**src/lphs_pkg.sv**
```systemverilog
`timescale 1ns / 1ps
// ----------------------------------------------------------------------------
// lphs_pkg
// Shared types and constants of the linear probing hash set.
// ----------------------------------------------------------------------------
package lphs_pkg;

  localparam int CAPACITY_DEF = 64;
  localparam int KEY_BITS_DEF = 16;
  localparam int MODE_W       = 2;
  localparam int KEY_W        = 16;
  localparam int CFG_W        = 7;

  typedef enum logic [MODE_W-1:0] {
    MODE_INSERT = 2'd0,
    MODE_LOOKUP = 2'd1,
    MODE_CLEAR  = 2'd2,
    MODE_NONE   = 2'd3
  } lphs_mode_t;

  // controller -> datapath
  typedef struct packed {
    logic load;
    logic div_step;
    logic advance;
    logic store;
    logic clr_start;
    logic clr_step;
  } lphs_cmd_t;

  // datapath -> controller
  typedef struct packed {
    lphs_mode_t mode;
    logic       div_last;
    logic       slot_empty;
    logic       key_match;
    logic       last_try;
    logic       clr_last;
  } lphs_sts_t;

endpackage

```
**src/lphs_req_if.sv**
```systemverilog
`timescale 1ns / 1ps
// ----------------------------------------------------------------------------
// lphs_req_if
// Request channel: operation code and key.
// ----------------------------------------------------------------------------
interface lphs_req_if;
  import lphs_pkg::*;

  logic              valid;
  logic              ready;
  logic [MODE_W-1:0] mode;
  logic [KEY_W-1:0]  key;

  modport source (output valid, mode, key, input ready);
  modport sink   (input valid, mode, key, output ready);
endinterface

```
**src/lphs_rsp_if.sv**
```systemverilog
`timescale 1ns / 1ps
// ----------------------------------------------------------------------------
// lphs_rsp_if
// Response channel: one success flag per request.
// ----------------------------------------------------------------------------
interface lphs_rsp_if;
  logic valid;
  logic ready;
  logic success;

  modport source (output valid, success, input ready);
  modport sink   (input valid, success, output ready);
endinterface

```
**src/linear_probe_hash_set_core.sv**
```systemverilog
`timescale 1ns / 1ps
// ----------------------------------------------------------------------------
// linear_probe_hash_set_core
// Open-addressing hash set of integer keys with linear probing.
// ----------------------------------------------------------------------------
// One request at a time. An insert or lookup first forms the start slot (key
// mod table size, one quotient bit a cycle) and then reads and checks one slot
// per probe (single-port slot memory with registered read), at most table size
// probes. A clear sweeps the slot memory one slot a cycle. After reset the same
// sweep runs with ready low. The reply sits in an output register, so the next
// request is taken while a reply still waits. table_size is clamped to
// 1..CAPACITY and must be written only while the block is idle.
module linear_probe_hash_set_core #(
  parameter int CAPACITY = lphs_pkg::CAPACITY_DEF,
  parameter int KEY_BITS = lphs_pkg::KEY_BITS_DEF
) (
  input  logic                       clk,
  input  logic                       rst,
  input  logic                       cfg_we,
  input  logic [lphs_pkg::CFG_W-1:0] cfg_wdata,
  lphs_req_if.sink                   req,
  lphs_rsp_if.source                 rsp
);
  import lphs_pkg::*;

  lphs_cmd_t cmd;
  lphs_sts_t sts;

  lphs_ctrl u_ctrl (
    .clk (clk),
    .rst (rst),
    .req (req),
    .rsp (rsp),
    .sts (sts),
    .cmd (cmd)
  );

  lphs_datapath #(
    .CAPACITY (CAPACITY),
    .KEY_BITS (KEY_BITS)
  ) u_datapath (
    .clk       (clk),
    .rst       (rst),
    .cfg_we    (cfg_we),
    .cfg_wdata (cfg_wdata),
    .mode      (req.mode),
    .key       (req.key),
    .cmd       (cmd),
    .sts       (sts)
  );

endmodule

```
**src/lphs_datapath.sv**
```systemverilog
`timescale 1ns / 1ps
// ----------------------------------------------------------------------------
// lphs_datapath
// Table size register, bit-serial start index modulo, probe pointer and the
// slot memory holding {valid, key} per slot.
// ----------------------------------------------------------------------------
module lphs_datapath #(
  parameter int CAPACITY = lphs_pkg::CAPACITY_DEF,
  parameter int KEY_BITS = lphs_pkg::KEY_BITS_DEF
) (
  input  logic                        clk,
  input  logic                        rst,
  input  logic                        cfg_we,
  input  logic [lphs_pkg::CFG_W-1:0]  cfg_wdata,
  input  logic [lphs_pkg::MODE_W-1:0] mode,
  input  logic [lphs_pkg::KEY_W-1:0]  key,
  input  lphs_pkg::lphs_cmd_t         cmd,
  output lphs_pkg::lphs_sts_t         sts
);
  import lphs_pkg::*;

  localparam int NW    = $clog2(CAPACITY + 1);
  localparam int IDX_W = $clog2(CAPACITY);
  localparam int CNT_W = $clog2(KEY_BITS);
  localparam int WW    = KEY_BITS + 1;

  logic [NW-1:0]       n;
  logic [KEY_BITS-1:0] key_q;
  logic [KEY_BITS-1:0] div_sh;
  logic [NW-1:0]       rem;
  logic [CNT_W-1:0]    cnt;
  lphs_mode_t          mode_q;
  logic [IDX_W-1:0]    idx;
  logic [IDX_W-1:0]    tries;
  logic [IDX_W-1:0]    last_idx;
  logic [WW-1:0]       slot_mem [CAPACITY];
  logic [WW-1:0]       rd_word;

  logic [31:0]         key_wide;
  logic [KEY_BITS-1:0] key_in;
  logic [31:0]         cfg_wide;
  logic [NW-1:0]       n_next;
  logic [NW:0]         rem_sh;
  logic [NW-1:0]       rem_next;

  assign key_wide = 32'(key);
  assign key_in   = key_wide[KEY_BITS-1:0];
  assign cfg_wide = 32'(cfg_wdata);
  assign last_idx = IDX_W'(n - NW'(1));

  // clamp the written size into 1..CAPACITY
  always_comb begin
    if (cfg_wide == 32'd0) begin
      n_next = NW'(1);
    end else if (cfg_wide > 32'(CAPACITY)) begin
      n_next = NW'(CAPACITY);
    end else begin
      n_next = NW'(cfg_wide);
    end
  end

  // one restoring step of key mod n
  always_comb begin
    rem_sh = {rem, div_sh[KEY_BITS-1]};
    if (rem_sh >= {1'b0, n}) begin
      rem_next = NW'(rem_sh - {1'b0, n});
    end else begin
      rem_next = NW'(rem_sh);
    end
  end

  always_ff @(posedge clk) begin
    if (rst) begin
      n     <= NW'(CAPACITY);
      idx   <= '0;
      tries <= '0;
    end else begin
      if (cfg_we) begin
        n <= n_next;
      end
      if (cmd.load) begin
        key_q  <= key_in;
        div_sh <= key_in;
        rem    <= '0;
        cnt    <= '0;
        mode_q <= lphs_mode_t'(mode);
      end
      if (cmd.div_step) begin
        rem    <= rem_next;
        div_sh <= {div_sh[KEY_BITS-2:0], 1'b0};
        cnt    <= cnt + CNT_W'(1);
        if (sts.div_last) begin
          idx   <= IDX_W'(rem_next);
          tries <= '0;
        end
      end
      if (cmd.advance) begin
        idx   <= (idx == last_idx) ? '0 : idx + IDX_W'(1);
        tries <= tries + IDX_W'(1);
      end
      if (cmd.clr_start) begin
        idx <= '0;
      end
      if (cmd.clr_step) begin
        idx <= idx + IDX_W'(1);
      end
    end
  end

  // single-port slot memory, registered read
  always_ff @(posedge clk) begin
    rd_word <= slot_mem[idx];
    if (cmd.store) begin
      slot_mem[idx] <= {1'b1, key_q};
    end else if (cmd.clr_step) begin
      slot_mem[idx] <= '0;
    end
  end

  assign sts.mode       = mode_q;
  assign sts.div_last   = (cnt == CNT_W'(KEY_BITS - 1));
  assign sts.slot_empty = ~rd_word[KEY_BITS];
  assign sts.key_match  = (rd_word[KEY_BITS-1:0] == key_q);
  assign sts.last_try   = (tries == last_idx);
  assign sts.clr_last   = (idx == IDX_W'(CAPACITY - 1));

endmodule

```
**src/lphs_ctrl.sv**
```systemverilog
`timescale 1ns / 1ps
// ----------------------------------------------------------------------------
// lphs_ctrl
// Sequencer for sweep, modulo, probe and reply, plus the response register.
// ----------------------------------------------------------------------------
module lphs_ctrl (
  input  logic                clk,
  input  logic                rst,
  lphs_req_if.sink            req,
  lphs_rsp_if.source          rsp,
  input  lphs_pkg::lphs_sts_t sts,
  output lphs_pkg::lphs_cmd_t cmd
);
  import lphs_pkg::*;

  typedef enum logic [2:0] {
    S_SWEEP,
    S_IDLE,
    S_DIV,
    S_RD,
    S_CHK,
    S_FIN
  } state_t;

  state_t state;
  logic   res;
  logic   op_pending;
  logic   out_valid;
  logic   out_success;

  assign req.ready   = (state == S_IDLE);
  assign rsp.valid   = out_valid;
  assign rsp.success = out_success;

  always_comb begin
    cmd = '0;
    unique case (state)
      S_SWEEP: cmd.clr_step = 1'b1;
      S_IDLE:  cmd.load = req.valid;
      S_DIV: begin
        unique case (sts.mode)
          MODE_CLEAR:               cmd.clr_start = 1'b1;
          MODE_INSERT, MODE_LOOKUP: cmd.div_step = 1'b1;
          default: ;
        endcase
      end
      S_CHK: begin
        if (sts.mode == MODE_INSERT) begin
          cmd.store   = sts.slot_empty;
          cmd.advance = ~sts.slot_empty & ~sts.last_try;
        end else begin
          cmd.advance = ~sts.slot_empty & ~sts.key_match & ~sts.last_try;
        end
      end
      default: ;
    endcase
  end

  always_ff @(posedge clk) begin
    if (rst) begin
      state      <= S_SWEEP;
      op_pending <= 1'b0;
      out_valid  <= 1'b0;
      res        <= 1'b0;
    end else begin
      // drop the reply once the sink takes it
      if (out_valid && rsp.ready) begin
        out_valid <= 1'b0;
      end
      unique case (state)
        S_SWEEP: begin
          if (sts.clr_last) begin
            state <= op_pending ? S_FIN : S_IDLE;
          end
        end
        S_IDLE: begin
          if (req.valid) begin
            state <= S_DIV;
          end
        end
        S_DIV: begin
          unique case (sts.mode)
            MODE_CLEAR: begin
              res        <= 1'b1;
              op_pending <= 1'b1;
              state      <= S_SWEEP;
            end
            MODE_INSERT, MODE_LOOKUP: begin
              if (sts.div_last) begin
                state <= S_RD;
              end
            end
            default: begin
              res   <= 1'b0;
              state <= S_FIN;
            end
          endcase
        end
        S_RD: state <= S_CHK;
        S_CHK: begin
          priority if (sts.mode == MODE_INSERT && sts.slot_empty) begin
            res   <= 1'b1;
            state <= S_FIN;
          end else if (sts.slot_empty) begin
            res   <= 1'b0;
            state <= S_FIN;
          end else if (sts.mode == MODE_LOOKUP && sts.key_match) begin
            res   <= 1'b1;
            state <= S_FIN;
          end else if (sts.last_try) begin
            res   <= 1'b0;
            state <= S_FIN;
          end else begin
            state <= S_RD;
          end
        end
        S_FIN: begin
          // hold until the reply register is free
          if (!out_valid || rsp.ready) begin
            out_valid   <= 1'b1;
            out_success <= res;
            op_pending  <= 1'b0;
            state       <= S_IDLE;
          end
        end
        default: state <= S_IDLE;
      endcase
    end
  end

endmodule
```
**src/flat_wrapper.sv**
```systemverilog
// flat-port wrapper written by rule: the top's interface ports become plain ports
module linear_probe_hash_set_core_flat import lphs_pkg::*;
#(
  parameter int CAPACITY = lphs_pkg::CAPACITY_DEF,
  parameter int KEY_BITS = lphs_pkg::KEY_BITS_DEF
)
  (clk, rst, cfg_we, cfg_wdata, req_valid, req_mode, req_key, req_ready, rsp_valid, rsp_success, rsp_ready);
  lphs_req_if req_i ();
  lphs_rsp_if rsp_i ();
  input  logic clk;
  input  logic rst;
  input  logic cfg_we;
  input  logic [lphs_pkg::CFG_W-1:0] cfg_wdata;
  input wire logic [$bits(req_i.valid)-1:0] req_valid;
  input wire logic [$bits(req_i.mode)-1:0] req_mode;
  input wire logic [$bits(req_i.key)-1:0] req_key;
  output wire logic [$bits(req_i.ready)-1:0] req_ready;
  output wire logic [$bits(rsp_i.valid)-1:0] rsp_valid;
  output wire logic [$bits(rsp_i.success)-1:0] rsp_success;
  input wire logic [$bits(rsp_i.ready)-1:0] rsp_ready;
  assign req_i.valid = req_valid;
  assign req_i.mode = req_mode;
  assign req_i.key = req_key;
  assign req_ready = req_i.ready;
  assign rsp_valid = rsp_i.valid;
  assign rsp_success = rsp_i.success;
  assign rsp_i.ready = rsp_ready;
  linear_probe_hash_set_core #(.CAPACITY(CAPACITY), .KEY_BITS(KEY_BITS)) u_core (.clk(clk), .rst(rst), .cfg_we(cfg_we), .cfg_wdata(cfg_wdata), .req(req_i), .rsp(rsp_i));
endmodule
```
**config.mk**
```make
export PLATFORM = sky130hd
export DESIGN_NAME = linear_probe_hash_set_core_flat
export DESIGN_NICKNAME = d
export VERILOG_FILES = /design/src/lphs_pkg.sv /design/src/lphs_req_if.sv /design/src/lphs_rsp_if.sv /design/src/linear_probe_hash_set_core.sv /design/src/lphs_datapath.sv /design/src/lphs_ctrl.sv /design/src/flat_wrapper.sv
export SDC_FILE = /design/constraint.sdc
export NUM_CORES = 1
export LEC_CHECK = 0
export ABC_AREA = 1
export BUFFER_PORTS_ARGS = -buffer_cell sky130_fd_sc_hd__buf_2
export CAP_MARGIN = 40
export CORE_ASPECT_RATIO = 2
export CORE_UTILIZATION = 40
export DETAILED_ROUTE_END_ITERATION = 7
export HOLD_SLACK_MARGIN = 0.15
export PLACE_DENSITY = 0.56
export SETUP_SLACK_MARGIN = 0.15
export SKIP_CTS_REPAIR_TIMING = 1
export SLEW_MARGIN = 10
export SYNTH_ARGS = -nofsm -noshare
export SYNTH_HDL_FRONTEND = slang
export SYNTH_SLANG_ARGS = --single-unit
```
**constraint.sdc**
```tcl
create_clock -name clk -period 4.2 [get_ports clk]
set_input_delay 0.21 -clock clk [delete_from_list [all_inputs] [get_ports clk]]
set_output_delay 0.21 -clock clk [all_outputs]
set_load 0.1 [all_outputs]
```
# Word-level counts from Yosys, hierarchy flattened
# Memories as Yosys holds them, arrays and structs flattened. A register that Yosys moved wholly into a read port is not among the register bits.
# Cells that the tools add are included.
# totals
ff_bits	71
mem_bits_rw	1088
in_bits	30
output_inout_bits	3
word_cells	129
mem_count	1
# op_classes
n_addsub	5
order_cmp	2
n_eq_ne	19
muxes	56
bitwise_logic	8
n_reduce_logical	24
# mem_list
name	depth	width	rd	rd_ports_with_merged_regs	wr	line	text
u_core.u_datapath.slot_mem	64	17	1	1	1	lphs_datapath.sv:36	logic [WW-1:0] slot_mem [CAPACITY];
# op_table
cell	n
6-bit 2-to-1 mux	9
7-bit 2-to-1 mux	5
32-bit logical NOT	1
16-bit 2-to-1 mux	2
3-bit 2-to-1 mux	9
1-bit 2-to-1 mux	22
3-bit case mux with 6 select lines	1
17-bit 2-to-1 mux	1
16-bit equality test	1
6-bit by 1-bit adder with 6-bit output (second input constant)	2
6-bit equality test	2
2-bit nonzero test	5
3-bit AND reduction	3
8-bit by 7-bit greater-or-equal comparator with 1-bit output	1
4-bit 2-to-1 mux	2
2-bit AND reduction	4
4-bit nonzero test	2
7-bit > comparator (second input constant)	1
7-bit subtractor	1
3-bit by 2-bit equality test with 1-bit output (second input constant)	2
3-bit equality test (second input constant)	2
6-bit equality test (second input constant)	1
2-bit != test (second input constant)	3
1-bit case mux with 2 select lines	3
21 further kinds	29

# Longest topological paths before layout
# depth
depth_word	9
mapped_depth	17
ltp_nobuf	16

# Modules after synthesis
# From an unflattened synthesis, not the netlist that was laid out.
# hier_totals
hier_cells	3442
hier_area_um2	45447.3
# by_module_without_submodules
module	instances	cells_per_inst	area_each_um2	seq_area_each_um2
lphs_datapath	1	3354	44954.4	34743.3
lphs_ctrl	1	88	493.0	150.1

# Least setup slack after synthesis
# No wires, ideal clock.
# synth_path
path_kind	flip-flop to flip-flop
from	register u_core.u_ctrl.state[0]
to	register u_core.u_datapath.cnt[0], enable pin
setup_time_ns	0.420
arrival_ns	2.736
required_ns	3.780
path_slack_ns	1.044
path_stages_with_launch	7
path_buffers	0
period_less_slack_ns	3.156
cell_sequence	dfxtp_1 inv_1 nor2_1 nand2_1 inv_1 nand2_1 a21oi_1
# synth_between
elab_chain_cells	4
elab_cells_between_ends	6
cone_classes	eq/ne: 2; mux: 2; reduce/logical: 2
# synth_rtl
element	line	text
start: declaration	lphs_ctrl.sv:25	state_t state;
start signal: assignment	lphs_ctrl.sv:73	state <= op_pending ? S_FIN : S_IDLE;
3-bit by 1-bit equality test with 1-bit output	-	
net req_ready	flat_wrapper.sv:17	output wire logic [$bits(req_i.ready)-1:0] req_ready;
1-bit 2-to-1 mux	lphs_ctrl.sv:37	unique case (state)
2-bit nonzero test (no line)	-	
2-bit AND reduction (no line)	-	
end signal: assignment	lphs_datapath.sv:91	cnt <= cnt + CNT_W'(1);
end: declaration	lphs_datapath.sv:31	logic [CNT_W-1:0] cnt;
# The timed path passes the listed nets, and every way through them passes these cells.
# A chain may end at the register's enable or synchronous reset.

==> results.md <==
* Netlist cell types at 48
* Post-route DRC at 0
* Max Freq at 301 MHz
* Core ar. at 112000 sq um
* Cells on worst reg2reg path at 11
* Synth Area per Inst at 13.7 sq um
* Cts bufs inserted at 94
* Via count at 27900
* Fillers at about 10000
* Largest net degree at the start of global routing at 65
* Max_slew headroom at 38.7%
* Clock Power Share at a little under two fifths
* Number of global-route vias before repair at about 27000
* Worst VDD drop at ~280 uV
* Post-Syn Area at between 40000 and 50000 sq um
* IO Port Bufs at 32
* Starting Density at 40.3%
* Global route total overflow at 0
* H-tree Lvls at 3
* Antenna violations before repair at 3
* Hold Crit Class: in2reg
* Net Sw Power at 5.28 mW
* Clock-pin transition on the worst setup and hold timing paths at around 70 ps
* Final cell count without fillers at 5066
* CP max FO at between 40 and 50
* Max-capacitance violation count at 0
* CTS root buf: clkbuf_16
* Share of cells above drive strength 1 at 12.4%
* Period utilization at 79.2%
* DIE WIDTH at 240 um
* Initial DRC Count at 2340
* # setup viols final at 0
* Data required time of the worst path at roughly 4800 ps
* CTS tree: built
* Final Skew at 30.1 ps
* Commonest non-fill, non-tap cells in the layout: 1134 x edfxtp_1, 947 x nand2_1, 161 x inv_1, 150 x nor2_1, 139 x buf_4
* Pwr Density at 448 nW/um^2
* Endpoints failing hold at 0
* WL/cell at roughly 28 um
* Seq cells post-synth at 1176
* Fin util at 46.0%
* Final WL at 142000 um
* First-pass GRT wire length at 199000 um
* Register area share after synthesis at 77.1%
* Sequential power share at 55.5%
* Die Span Y at 478 um
* Routed Antenna Nets at 0
* Crit Path Category: reg2reg
* WHS at approximately 230 ps
* Net count after synthesis at 3357
* Commonest non-fill, non-tap cell in the layout: edfxtp_1
* Crit path capture type: flop
* Startpoint types: flop
* Clock Sinks at 1176
* GRT Util Overall at 24.7%
* Hold Crit Depth at 2
* Full die area at 115000 sq um
* Placer Congestion at 0.898
* Worst slack at placement at 893 ps
* # IOs at 33
* Maximum clock insertion buffer count at 3
* # rows at approximately 170
* Int Pwr at approximately 18 mW
* Clock Latency Late Sink at 710 ps
* Pleak at about 18 nW
* Run status: completed
* First-pass DRT Iterations at 5
* Slew @ Worst Pin at 910 ps
* Area Growth Syn to Fin at 14.3%
* Post-Syn Instances at 3315
* YS warnings at 0
* Fin. max-slew vios at 0
* Combinational share of power at 6.3%
* RSZ-0062 raised after global routing: false
* Arr. time, crit path at 3890 ps
* Fin nets at 3537
* Placed cells at about 4900
* Post-route setup slack at 874 ps
* Setup TNS at 0 ps
* DR vias/cell at between 5 and 6
* Final Critical Period at ~3300 ps
* Sw frac at 22.7%
* Post-DP HPWL at 89400 um
per-stage QoR:
step,power [mW],area (sq um)
floorplan,13.9,45300
global placement,14.6,48200
detailed placement,14.6,48300
CTS,23.3,51300
global route,23.8,51700
finish,23.2,51700
layer usage:
| metal | track usage, % | vias up | wire (um) | share of wire, % |
|---|---|---|---|---|
| met3 | 2.89 | 278 | 7300 | 5.2 |
| met1 | 26.5 | 14200 | 48800 | 35 |
| met2 | 45.0 | 1013 | 74900 | 53 |
| met5 | 0 | - | 13 | 0.0092 |
| li1 | - | 12400 | - | - |
| met4 | 16.6 | 2 | 10400 | 7.4 |
power groups by stage:
stage	sequential, mW	combinational [mW]	clock, mW
4_1_cts	12.9	1.45	9.00
2_1_floorplan	13.1	0.802	0
3_5_place_dp	13.1	1.44	0
3_3_place_gp	13.1	1.43	0
5_1_grt	12.9	1.56	9.37
6_report	12.9	1.46	8.87
Yosys cell counts (all sizes together):
master	count	area (sq um)
edfxtp	1134	34100
nand2	949	3570
nor2	227	892
inv	176	661
a22oi	129	968
a221oi	112	987
buf	93	502
nand3	91	498
nand4	91	569
o21ai	53	265
clkbuf	50	188
a21oi	46	241
dfxtp	42	841
a22o	24	210
o2111ai	17	149
xor2	15	131
nor3	12	86.3
ha	11	138
and3	8	50.1
o21bai	6	45.0
o31ai	5	37.5
or2	4	25.0
nand3b	3	22.5
o211ai	3	22.5
o22ai	3	18.8
a211oi	2	15.0
a31oi	2	12.5
o2111a	2	22.5
a21o	1	7.51
fa	1	20.0
nor3b	1	7.51
nor4	1	6.26
o21a	1	7.51
sequential cells by signal, indices dropped and copies added (netlist names):
name	count
u_core.u_datapath.key_q	16
u_core.u_datapath.rd_word	17
u_core.u_ctrl.op_pending	1
u_core.u_datapath.cnt	4
u_core.u_datapath.div_sh	16
u_core.u_datapath.mode_q	2
u_core.u_datapath.idx	6
u_core.u_ctrl.res	1
u_core.u_datapath.rem	7
u_core.u_ctrl.rsp.valid	1
u_core.u_datapath.tries	6
u_core.u_datapath.slot_mem	1088
u_core.u_ctrl.rsp.success	1
u_core.u_ctrl.state	3
u_core.u_datapath.n	7
worst max-delay path, stage by stage (launching register included):
cell	delay (ps)
dfxtp_1	630
inv_2	170
nand3_2	160
inv_6	180
buf_12	280
buf_4	250
a221oi_1	360
nand4_1	240
nand2_1	450
nand2_1	220
nor2_1	130
nand2_1	80
kinds of logic after synthesis:
| group | after synthesis | synth area share, % |
|---|---|---|
| xor gates and xnor gates | 15 | 0.290 |
| DFF | 1176 | 77.1 |
| AOI/OAI and AO/OA | 406 | 6.65 |
| adders and majority gates | 12 | 0.348 |
| and+or+nand+nor | 1387 | 12.6 |
| buffers and inverters | 319 | 2.98 |
final cells by class:
class,instances,area (sq um),share of cell area (%)
antenna,2,5.00,0.00968
clock buffer,113,2460,4.77
clock inverter,56,543,1.05
inverter,176,686,1.33
multi-input combinational,1820,9320,18.0
sequential,1176,34900,67.5
tap,1496,1870,3.62
timing repair buffer,227,1950,3.77
final timing paths:
kind	slack (ps)	start	end
max	870	u_core.u_datapath.idx[2]	u_core.u_datapath.rd_word[8]
min	230	req_key[4]	u_core.u_datapath.key_q[4]
max reg2reg	870	u_core.u_datapath.idx[2]	u_core.u_datapath.rd_word[8]
min reg2reg	430	u_core.u_ctrl.res	u_core.u_ctrl.rsp.success
Power figures use the tool's default switching activity.
